## src/hw/rtl/ppcd_pkg.sv

```systemverilog
package ppcd_pkg;

  localparam int DurWidth    = 21;
  localparam int CodeWidth   = 12;
  localparam int CodeBitsDef = 12;
  localparam int QueueDepth  = 4;
  localparam int MinElements = 20;
  localparam int ElemCntW    = 5;

  localparam int AddrWidth = 4;
  localparam int DataWidth = 32;

  localparam logic [15:0] ShortReset = 16'd555;
  localparam logic [15:0] LongReset  = 16'd1111;
  localparam logic [6:0]  TolReset   = 7'd40;
  localparam logic [3:0]  EarlyReset = 4'd10;

  // floor(p / 100) for p < 2**23: q0 = (p * 41943) >> 22 is q or q - 1
  localparam int Divisor    = 100;
  localparam int RecipMul   = 41943;
  localparam int RecipShift = 22;
  localparam int ProdW      = 23;
  localparam int TolW       = 17;
  localparam int SettleCycles = 4;

  typedef enum logic [1:0] {
    REG_SHORT = 2'd0,
    REG_LONG  = 2'd1,
    REG_TOL   = 2'd2,
    REG_EARLY = 2'd3
  } reg_idx_t;

  typedef logic signed [DurWidth-1:0] dur_t;
  typedef logic [DurWidth-1:0] mag_t;
  typedef logic [CodeWidth-1:0] code_t;

  typedef struct packed {
    logic [15:0] lo;
    logic [17:0] hi;
  } bound_t;

  typedef struct packed {
    bound_t      short_b;
    bound_t      long_b;
    logic [3:0]  early_end_bits;
    logic        busy;
  } cfg_t;

  typedef struct packed {
    mag_t mag;
    logic neg;
    logic is_short;
    logic is_long;
    logic first;
    logic last;
  } elem_t;

  function automatic logic in_bounds(mag_t m, bound_t b);
    return (m >= DurWidth'(b.lo)) && (m <= DurWidth'(b.hi));
  endfunction

endpackage

```

## src/hw/rtl/ppcd_regs.sv

```systemverilog
module ppcd_regs (
  input  logic                          clk,
  input  logic                          rst,
  input  logic                          psel,
  input  logic                          penable,
  input  logic                          pwrite,
  input  logic [ppcd_pkg::AddrWidth-1:0] paddr,
  input  logic [ppcd_pkg::DataWidth-1:0] pwdata,
  output logic [ppcd_pkg::DataWidth-1:0] prdata,
  output logic                          pready,
  output ppcd_pkg::cfg_t                cfg
);
  import ppcd_pkg::*;

  localparam int SetW = $clog2(SettleCycles + 1);

  logic [15:0] short_duration;
  logic [15:0] long_duration;
  logic [6:0]  tolerance_percent;
  logic [3:0]  early_end_bits;
  logic [SetW-1:0] settle;

  logic [ProdW-1:0] prod [2];
  logic [ProdW-1:0] prod_d [2];
  logic [TolW-1:0]  quot [2];
  logic [TolW-1:0]  tol [2];
  logic [15:0]      nom [2];
  bound_t           bnd [2];

  logic     wr;
  reg_idx_t idx;

  assign wr     = psel && penable && pwrite;
  assign idx    = reg_idx_t'(paddr[3:2]);
  assign pready = 1'b1;
  assign nom[0] = short_duration;
  assign nom[1] = long_duration;

  always_comb begin
    unique case (idx)
      REG_SHORT: prdata = DataWidth'(short_duration);
      REG_LONG:  prdata = DataWidth'(long_duration);
      REG_TOL:   prdata = DataWidth'(tolerance_percent);
      REG_EARLY: prdata = DataWidth'(early_end_bits);
      default:   prdata = '0;
    endcase
  end

  always_ff @(posedge clk) begin
    if (rst) begin
      short_duration    <= ShortReset;
      long_duration     <= LongReset;
      tolerance_percent <= TolReset;
      early_end_bits    <= EarlyReset;
      settle            <= SetW'(SettleCycles);
    end else if (wr) begin
      settle <= SetW'(SettleCycles);
      unique case (idx)
        REG_SHORT: short_duration    <= pwdata[15:0];
        REG_LONG:  long_duration     <= pwdata[15:0];
        REG_TOL:   tolerance_percent <= pwdata[6:0];
        REG_EARLY: early_end_bits    <= pwdata[3:0];
        default:   ;
      endcase
    end else if (settle != '0) begin
      settle <= settle - 1'b1;
    end
  end

  // tolerance window pipeline: product, reciprocal, correction, bounds
  always_ff @(posedge clk) begin
    for (int i = 0; i < 2; i++) begin
      prod[i]   <= ProdW'(nom[i]) * ProdW'(tolerance_percent);
      prod_d[i] <= prod[i];
      quot[i]   <= TolW'((40'(prod[i]) * 40'(RecipMul)) >> RecipShift);
      if ((prod_d[i] - ProdW'(quot[i]) * ProdW'(Divisor)) >= ProdW'(Divisor)) begin
        tol[i] <= quot[i] + 1'b1;
      end else begin
        tol[i] <= quot[i];
      end
      bnd[i].lo <= (tol[i] > TolW'(nom[i])) ? 16'd0 : 16'(TolW'(nom[i]) - tol[i]);
      bnd[i].hi <= 18'(nom[i]) + 18'(tol[i]);
    end
  end

  assign cfg.short_b        = bnd[0];
  assign cfg.long_b         = bnd[1];
  assign cfg.early_end_bits = early_end_bits;
  assign cfg.busy           = (settle != '0);

endmodule

```

## src/hw/rtl/ppcd_fifo.sv

```systemverilog
module ppcd_fifo #(
  parameter int DEPTH = ppcd_pkg::QueueDepth
) (
  input  logic            clk,
  input  logic            rst,
  input  logic            wr_en,
  input  ppcd_pkg::elem_t wr_data,
  input  logic            rd_en,
  output ppcd_pkg::elem_t rd_data,
  output logic            full,
  output logic            empty
);
  import ppcd_pkg::*;

  localparam int PtrW = (DEPTH > 1) ? $clog2(DEPTH) : 1;
  localparam int CntW = $clog2(DEPTH + 1);

  elem_t           mem [DEPTH];
  logic [PtrW-1:0] wr_ptr;
  logic [PtrW-1:0] rd_ptr;
  logic [CntW-1:0] count;
  logic            do_wr;
  logic            do_rd;

  assign full    = (count == CntW'(DEPTH));
  assign empty   = (count == '0);
  assign do_wr   = wr_en && !full;
  assign do_rd   = rd_en && !empty;
  assign rd_data = mem[rd_ptr];

  always_ff @(posedge clk) begin
    if (do_wr) begin
      mem[wr_ptr] <= wr_data;
    end
  end

  always_ff @(posedge clk) begin
    if (rst) begin
      wr_ptr <= '0;
      rd_ptr <= '0;
      count  <= '0;
    end else begin
      if (do_wr) begin
        wr_ptr <= (wr_ptr == PtrW'(DEPTH - 1)) ? '0 : wr_ptr + 1'b1;
      end
      if (do_rd) begin
        rd_ptr <= (rd_ptr == PtrW'(DEPTH - 1)) ? '0 : rd_ptr + 1'b1;
      end
      if (do_wr && !do_rd) begin
        count <= count + 1'b1;
      end else if (do_rd && !do_wr) begin
        count <= count - 1'b1;
      end
    end
  end

endmodule

```

## src/hw/rtl/ppcd_front.sv

```systemverilog
module ppcd_front (
  input  logic                 clk,
  input  logic                 rst,
  input  logic                 push,
  output logic                 full,
  input  ppcd_pkg::dur_t       duration,
  input  logic                 first_element,
  input  logic                 last_element,
  input  ppcd_pkg::cfg_t       cfg,
  output logic                 q_wr,
  output ppcd_pkg::elem_t      q_data,
  input  logic                 q_full
);
  import ppcd_pkg::*;

  logic valid;
  dur_t dur;
  logic first;
  logic last;
  mag_t mag;
  logic take;

  assign full = cfg.busy || (valid && q_full);
  assign take = push && !full;
  assign q_wr = valid && !q_full;
  assign mag  = dur[DurWidth-1] ? mag_t'(-dur) : mag_t'(dur);

  assign q_data.mag      = mag;
  assign q_data.neg      = dur[DurWidth-1];
  assign q_data.is_short = in_bounds(mag, cfg.short_b);
  assign q_data.is_long  = in_bounds(mag, cfg.long_b);
  assign q_data.first    = first;
  assign q_data.last     = last;

  always_ff @(posedge clk) begin
    if (rst) begin
      valid <= 1'b0;
    end else if (take) begin
      valid <= 1'b1;
    end else if (q_wr) begin
      valid <= 1'b0;
    end
  end

  always_ff @(posedge clk) begin
    if (take) begin
      dur   <= duration;
      first <= first_element;
      last  <= last_element;
    end
  end

endmodule

```

## src/hw/rtl/ppcd_back.sv

```systemverilog
module ppcd_back #(
  parameter int CODE_BITS = ppcd_pkg::CodeBitsDef
) (
  input  logic                 clk,
  input  logic                 rst,
  input  ppcd_pkg::cfg_t       cfg,
  input  ppcd_pkg::elem_t      q_data,
  input  logic                 q_empty,
  output logic                 q_rd,
  output logic                 empty,
  input  logic                 pop,
  output ppcd_pkg::code_t      code,
  output logic                 status
);
  import ppcd_pkg::*;

  localparam int CntW = $clog2(CODE_BITS + 1);
  localparam int CmpW = (CntW > 4) ? CntW : 4;

  logic                 expect_gap, expect_gap_next;
  mag_t                 held_mag, held_mag_next;
  logic [CODE_BITS-1:0] shift_bits, shift_bits_next;
  logic [CntW-1:0]      bit_total, bit_total_next;
  logic                 capture_done, capture_done_next;
  logic                 decoded_ok, decoded_ok_next;
  logic                 result_sent, result_sent_next;
  logic [ElemCntW-1:0]  elem_count, elem_count_next;
  logic [ElemCntW-1:0]  index;
  logic                 zero_bit;
  logic                 one_bit;
  logic                 emit_ok;
  logic                 emit_fail;
  code_t                out_code;
  logic                 out_valid;

  assign empty = !out_valid;
  assign q_rd  = !q_empty && (!out_valid || pop);

  always_comb begin
    expect_gap_next   = expect_gap;
    held_mag_next     = held_mag;
    shift_bits_next   = shift_bits;
    bit_total_next    = bit_total;
    capture_done_next = capture_done;
    decoded_ok_next   = decoded_ok;
    result_sent_next  = result_sent;
    elem_count_next   = elem_count;
    zero_bit          = 1'b0;
    one_bit           = 1'b0;

    if (q_data.first) begin
      expect_gap_next   = 1'b0;
      held_mag_next     = '0;
      shift_bits_next   = '0;
      bit_total_next    = '0;
      capture_done_next = 1'b0;
      decoded_ok_next   = 1'b0;
      result_sent_next  = 1'b0;
      elem_count_next   = '0;
    end

    index = elem_count_next;
    if (elem_count_next < ElemCntW'(MinElements)) begin
      elem_count_next = elem_count_next + 1'b1;
    end

    if (!capture_done_next) begin
      if (!expect_gap_next) begin
        if (q_data.neg) begin
          // leading gap is skipped, a later negative pulse fails the capture
          if (index != '0) begin
            capture_done_next = 1'b1;
          end
        end else begin
          held_mag_next   = q_data.mag;
          expect_gap_next = 1'b1;
        end
      end else begin
        expect_gap_next = 1'b0;
        zero_bit = in_bounds(held_mag_next, cfg.short_b) && q_data.is_long;
        one_bit  = !zero_bit && in_bounds(held_mag_next, cfg.long_b) && q_data.is_short;
        if (zero_bit || one_bit) begin
          shift_bits_next = CODE_BITS'({shift_bits_next, one_bit});
          bit_total_next  = bit_total_next + 1'b1;
          if (bit_total_next >= CntW'(CODE_BITS)) begin
            capture_done_next = 1'b1;
            decoded_ok_next   = 1'b1;
          end
        end else if (CmpW'(bit_total_next) >= CmpW'(cfg.early_end_bits)) begin
          capture_done_next = 1'b1;
        end else begin
          shift_bits_next = '0;
          bit_total_next  = '0;
        end
      end
    end

    emit_ok   = decoded_ok_next && !result_sent_next &&
                (elem_count_next >= ElemCntW'(MinElements));
    emit_fail = !emit_ok && q_data.last && !result_sent_next;
    if (emit_ok || emit_fail) begin
      result_sent_next = 1'b1;
    end

    // code is taken before the end-of-capture restart
    out_code = emit_ok ? code_t'(shift_bits_next) : '0;

    if (q_data.last) begin
      expect_gap_next   = 1'b0;
      held_mag_next     = '0;
      shift_bits_next   = '0;
      bit_total_next    = '0;
      capture_done_next = 1'b0;
      decoded_ok_next   = 1'b0;
      result_sent_next  = 1'b0;
      elem_count_next   = '0;
    end
  end

  always_ff @(posedge clk) begin
    if (rst) begin
      expect_gap   <= 1'b0;
      held_mag     <= '0;
      shift_bits   <= '0;
      bit_total    <= '0;
      capture_done <= 1'b0;
      decoded_ok   <= 1'b0;
      result_sent  <= 1'b0;
      elem_count   <= '0;
      out_valid    <= 1'b0;
    end else begin
      if (q_rd) begin
        expect_gap   <= expect_gap_next;
        held_mag     <= held_mag_next;
        shift_bits   <= shift_bits_next;
        bit_total    <= bit_total_next;
        capture_done <= capture_done_next;
        decoded_ok   <= decoded_ok_next;
        result_sent  <= result_sent_next;
        elem_count   <= elem_count_next;
      end
      if (q_rd && (emit_ok || emit_fail)) begin
        out_valid <= 1'b1;
      end else if (pop) begin
        out_valid <= 1'b0;
      end
    end
  end

  always_ff @(posedge clk) begin
    if (q_rd && (emit_ok || emit_fail)) begin
      code   <= out_code;
      status <= emit_fail;
    end
  end

endmodule

```

## src/hw/rtl/pulse_pair_code_decoder.sv

```systemverilog
// Channel   Handshake            Payload
// config    psel/penable/pready  paddr, pwdata, prdata (APB, regs at 4*i)
// elements  push / full          duration, first_element, last_element
// results   pop / empty          code, status
//
// One element per cycle sustained while full is low. An element passes the
// front register and the queue, then updates the decode state; a result it
// causes is on the ports from that update. full is held after reset and
// after every register write while the tolerance window pipeline settles.
// Input and result sides stall independently through a short element queue.
module pulse_pair_code_decoder #(
  parameter int CODE_BITS   = ppcd_pkg::CodeBitsDef,
  parameter int QUEUE_DEPTH = ppcd_pkg::QueueDepth
) (
  input  logic                           clk,
  input  logic                           rst,
  input  logic                           psel,
  input  logic                           penable,
  input  logic                           pwrite,
  input  logic [ppcd_pkg::AddrWidth-1:0] paddr,
  input  logic [ppcd_pkg::DataWidth-1:0] pwdata,
  output logic [ppcd_pkg::DataWidth-1:0] prdata,
  output logic                           pready,
  input  logic                           push,
  output logic                           full,
  input  ppcd_pkg::dur_t                 duration,
  input  logic                           first_element,
  input  logic                           last_element,
  output logic                           empty,
  input  logic                           pop,
  output ppcd_pkg::code_t                code,
  output logic                           status
);
  import ppcd_pkg::*;

  cfg_t  cfg;
  elem_t wr_data;
  elem_t rd_data;
  logic  q_wr;
  logic  q_rd;
  logic  q_full;
  logic  q_empty;

  ppcd_regs u_regs (
    .clk     (clk),
    .rst     (rst),
    .psel    (psel),
    .penable (penable),
    .pwrite  (pwrite),
    .paddr   (paddr),
    .pwdata  (pwdata),
    .prdata  (prdata),
    .pready  (pready),
    .cfg     (cfg)
  );

  ppcd_front u_front (
    .clk           (clk),
    .rst           (rst),
    .push          (push),
    .full          (full),
    .duration      (duration),
    .first_element (first_element),
    .last_element  (last_element),
    .cfg           (cfg),
    .q_wr          (q_wr),
    .q_data        (wr_data),
    .q_full        (q_full)
  );

  ppcd_fifo #(
    .DEPTH (QUEUE_DEPTH)
  ) u_fifo (
    .clk     (clk),
    .rst     (rst),
    .wr_en   (q_wr),
    .wr_data (wr_data),
    .rd_en   (q_rd),
    .rd_data (rd_data),
    .full    (q_full),
    .empty   (q_empty)
  );

  ppcd_back #(
    .CODE_BITS (CODE_BITS)
  ) u_back (
    .clk     (clk),
    .rst     (rst),
    .cfg     (cfg),
    .q_data  (rd_data),
    .q_empty (q_empty),
    .q_rd    (q_rd),
    .empty   (empty),
    .pop     (pop),
    .code    (code),
    .status  (status)
  );

endmodule

```

## config.mk

```make
export PLATFORM = sky130hd
export DESIGN_NAME = pulse_pair_code_decoder
export DESIGN_NICKNAME = d
export VERILOG_FILES = /design/src/hw/rtl/ppcd_pkg.sv /design/src/hw/rtl/ppcd_regs.sv /design/src/hw/rtl/ppcd_fifo.sv /design/src/hw/rtl/ppcd_front.sv /design/src/hw/rtl/ppcd_back.sv /design/src/hw/rtl/pulse_pair_code_decoder.sv
export SDC_FILE = /design/constraint.sdc
export NUM_CORES = 2
export LEC_CHECK = 0
export BUFFER_PORTS_ARGS = -buffer_cell sky130_fd_sc_hd__buf_2
export CORE_MARGIN = 2
export CORE_UTILIZATION = 50
export DETAILED_ROUTE_END_ITERATION = 10
export PLACE_DENSITY = 0.66
export SETUP_SLACK_MARGIN = 0.2
export SLEW_MARGIN = 20
export SYNTH_ARGS = -nofsm -noshare
export SYNTH_HDL_FRONTEND = slang
export SYNTH_SLANG_ARGS = --single-unit
export TNS_END_PERCENT = 20
```

## constraint.sdc

```tcl
create_clock -name clk -period 7.1 [get_ports clk]
set_clock_uncertainty 0.1 [all_clocks]
set_input_delay 1.065 -clock clk [delete_from_list [all_inputs] [get_ports clk]]
set_output_delay 1.065 -clock clk [all_outputs]
set_load 0.01 [all_outputs]
```

==> summary.txt <==
STA
  • Minimum period implied by the final worst setup slack: around 6.6 ns
  • Highest clock rate: roughly 0.15 GHz
  • Transition time at the pin with the least slew margin: 1.17 ns
  • Tightest hold margin: ~0.36 ns
  • Final setup fails: 0
  • Hold Vio Cnt, Final: 0
  • Number of max-slew violations in the final report: 0
  • Setup repair after global routing missed its margin: true
  • Final clock period utilization by the worst path: between 90% and 100%
  • Setup TNS after final layout: 0 ns
  • Slew headroom: around 22%

CTS
  • Clock root buffer: sky130_fd_sc_hd__clkbuf_16
  • H-tree depth reported by CTS: 2
  • Sink Count: 467
  • Hold buffers post-CTS: 0
  • TritonCTS clock tree: done
  • Worst-Skew Late Latency: between 0.6 and 0.7 ns
  • Maximum buffer depth of the clock tree: 3
  • CTS buffer count: 52
  • Register clock-pin slew on the reported worst setup and hold paths: roughly 0.070 ns

Worst setup path
  • Startpoint type of the worst setup path: flop
  • Arr. time, crit path: just under 7 ns
  • Biggest fanout along the worst timing path: 9
  • Endpoint kind of the worst setup timing path: flop
  • Worst Setup Path Type: flop to flop
  • Data required time at the worst endpoint: 7.45 ns
  • Reg2Reg Depth: 24
  • Reg2reg setup slack: 0.51 ns

Routing
  • DRC: 0
  • Average wire per standard cell: between 15 and 20 um
  • Vias per Instance: roughly 5.5
  • Number of iterations in the first detailed-routing pass: 5
  • Overall routed net length: 117000 um
  • Final ANT Viol Nets: 0
  • Routed vias: roughly 34k
  • Initial drt markers: about 2.3k

Global route
  • Global-route wire length before repair: 189000 um
  • Number of global-route vias before repair: approximately 35k
  • Total track usage: roughly a quarter
  • Remaining global-route overflow: 0
  • Number of antenna violations at the first check in global routing: 11
  • Largest net degree at the start of global routing: slightly above 60

Floorplan
  • Starting density of the core: a little over 50%
  • Die footprint: around 0.098 mm^2
  • Core area: roughly 0.095 mm^2
  • Die width: between 300 and 400 um
  • I/O pin total: 114
  • Cell Rows: ~110
  • Vert. Die Dim: 312 um

Yosys
  • Number of warning messages in the yosys log: 0
  • Count of flip-flops with a built-in enable after synthesis: 140
  • Number of storage elements in the synthesis netlist: between 400 and 500
  • Syn avg cell area: between 9 and 10 um^2
  • Most instantiated flip-flop cell in the synthesis netlist: sky130_fd_sc_hd__dfxtp_1
  • Sequential cell area fraction in the yosys report: a little under a quarter
  • Post-synthesis instance area: 0.0475 mm^2
  • Cells after synthesis: 4812
  • Synth async-reset ratio: 0%
  • Distinct cell type count after synthesis: 88

Layout
  • Non-filler cells, final: about 6.2k
  • Fraction of layout instances using a drive strength above 1: about 7.5%
  • Number of nets in the layout: around 6.3k
  • Layout overhead on the synthesized area: 8.40%

Placement
  • Final Wtd Congestion: 0.965
  • DP Cell Count: between 6k and 7k
  • Number of buffer cells added on primary ports: just under 80
  • Hpwl dp: ~95000 um

Flow run
  • Number of max-capacitance violations reported: 0

Worst hold path
  • Tightest Hold Check Type: flop to flop
  • Hold Path Depth: 0

Outcome
  • Status: finished, final reports clean
==> flip-flops by register name, indices dropped and copies added (netlist names), 21 cells and up, named ones only <==
| signal | flops |
|---|---|
| u_front.dur | 21 |
| u_back.held_mag | 21 |
| u_regs.prod | 46 |
| u_regs.quot | 34 |
| u_fifo.mem | 104 |
| u_regs.prod_d | 42 |
| u_regs.bnd | 68 |
| u_regs.tol | 34 |
==> path summary, 6_finish.rpt <==
kind                 startpoint                   end
max reg2reg   u_regs.prod[0][8]    u_regs.quot[0][15]
min          u_regs.prod[0][30]  u_regs.prod_d[0][30]
max           u_regs.prod[0][8]    u_regs.quot[0][15]
min reg2reg  u_regs.prod[0][30]  u_regs.prod_d[0][30]
==> layer usage <==
metal | GRT usage [%] | wire length (um) | vias up
met2 | 39.2 | 52600 | 890
li1 | - | - | 16363
met4 | 5.11 | 2460 | 10
met1 | 34.6 | 54400 | 16767
met5 | 0 | 56 | -
met3 | 4.29 | 7930 | 140
==> critical path, cell delays in order, from the launching register on <==
cell	delay [ns]
sky130_fd_sc_hd__dfxtp_1	0.67
sky130_fd_sc_hd__ha_1	0.37
sky130_fd_sc_hd__fa_1	0.51
sky130_fd_sc_hd__inv_1	0.06
sky130_fd_sc_hd__fa_1	0.48
sky130_fd_sc_hd__fa_1	0.54
sky130_fd_sc_hd__inv_1	0.05
sky130_fd_sc_hd__fa_1	0.47
sky130_fd_sc_hd__inv_1	0.05
sky130_fd_sc_hd__fa_1	0.47
sky130_fd_sc_hd__inv_1	0.04
sky130_fd_sc_hd__ha_1	0.29
sky130_fd_sc_hd__a211oi_1	0.31
sky130_fd_sc_hd__o211ai_1	0.14
sky130_fd_sc_hd__nor3_1	0.20
sky130_fd_sc_hd__buf_4	0.18
sky130_fd_sc_hd__nor3_1	0.05
sky130_fd_sc_hd__nor2_1	0.14
sky130_fd_sc_hd__buf_4	0.17
sky130_fd_sc_hd__o31ai_1	0.11
sky130_fd_sc_hd__a41oi_1	0.32
sky130_fd_sc_hd__a21oi_1	0.14
sky130_fd_sc_hd__a31oi_1	0.30
sky130_fd_sc_hd__a21oi_1	0.13
sky130_fd_sc_hd__xor2_1	0.18
==> logic make-up after synthesis <==
family / share of synthesized area, %
AND/OR/NAND/NOR: 11.3
multiplexers: 2.44
adder cells (fa/ha/maj): 42.2
buffers and inverters: 7.42
flip-flops: 22.6
other: 0.0158
AO/OA/AOI/OAI: 10.1
XOR/XNOR: 3.95
==> cell usage in the layout, fill, tap and decap left out, types with 29 or more instances in the layout <==
| cell type | n |
|---|---|
| sky130_fd_sc_hd__xor2_1 | 63 |
| sky130_fd_sc_hd__inv_1 | 759 |
| sky130_fd_sc_hd__nand4_1 | 46 |
| sky130_fd_sc_hd__a21oi_1 | 206 |
| sky130_fd_sc_hd__o21a_1 | 45 |
| sky130_fd_sc_hd__nor2b_1 | 65 |
| sky130_fd_sc_hd__buf_2 | 78 |
| sky130_fd_sc_hd__and2_1 | 100 |
| sky130_fd_sc_hd__o21ai_0 | 124 |
| sky130_fd_sc_hd__nand3_1 | 72 |
| sky130_fd_sc_hd__nor3_1 | 94 |
| sky130_fd_sc_hd__edfxtp_1 | 140 |
| sky130_fd_sc_hd__nand2_1 | 314 |
| sky130_fd_sc_hd__a22oi_1 | 37 |
| sky130_fd_sc_hd__xnor2_1 | 145 |
| sky130_fd_sc_hd__fa_1 | 479 |
| sky130_fd_sc_hd__ha_1 | 836 |
| sky130_fd_sc_hd__dfxtp_1 | 318 |
| sky130_fd_sc_hd__a21o_1 | 60 |
| sky130_fd_sc_hd__buf_4 | 87 |
| sky130_fd_sc_hd__nor2_1 | 236 |
| sky130_fd_sc_hd__clkbuf_16 | 52 |
| sky130_fd_sc_hd__mux4_2 | 29 |
| sky130_fd_sc_hd__nand2b_1 | 36 |
==> per-stage QoR <==
stage | util (%) | instance area, um^2 | worst slack [ns]
2_1_floorplan | - | 47600 | 1.01
3_3_place_gp | 52.4 | 49600 | 0.353
3_5_place_dp | 52.4 | 49600 | 0.226
4_1_cts | 54.4 | 51400 | 0.225
5_1_grt | 54.5 | 51500 | 0.132
6_report | 54.5 | 51500 | 0.509
==> timing repair <==
action                                  4_1_cts  5_1_grt
resized for setup                             1       19
setup buffers                                 0        1
endpoints found under the setup margin        5       31
pin swaps                                     0        1
==> Yosys cell counts (all sizes together) (47+ instances only) <==
library cell / number / area, um^2
a21o: 60 / 450
a21oi: 212 / 1060
and2: 105 / 657
clkbuf: 123 / 462
dfxtp: 327 / 6550
edfxtp: 140 / 4200
fa: 479 / 9590
ha: 836 / 10500
inv: 759 / 2850
nand2: 314 / 1180
nand3: 73 / 370
nand4: 47 / 300
nor2: 236 / 886
nor2b: 65 / 407
nor3: 95 / 475
o21ai: 129 / 646
xnor2: 149 / 1310
xor2: 63 / 552
==> cell type report <==
cell class,count,area (um^2)
Antenna cell,4,10.0
Clock buffer,69,1460
Clock inverter,29,400
Fill cell,8441,43100
Inverter,759,2850
Multi-Input combinational cell,3446,33400
Sequential cell,467,10800
Tap cell,1265,1580
Timing Repair Buffer,165,1040
Power is not shown: default switching activity piles up to over one toggle a cycle in this logic, so the estimate is an artifact.
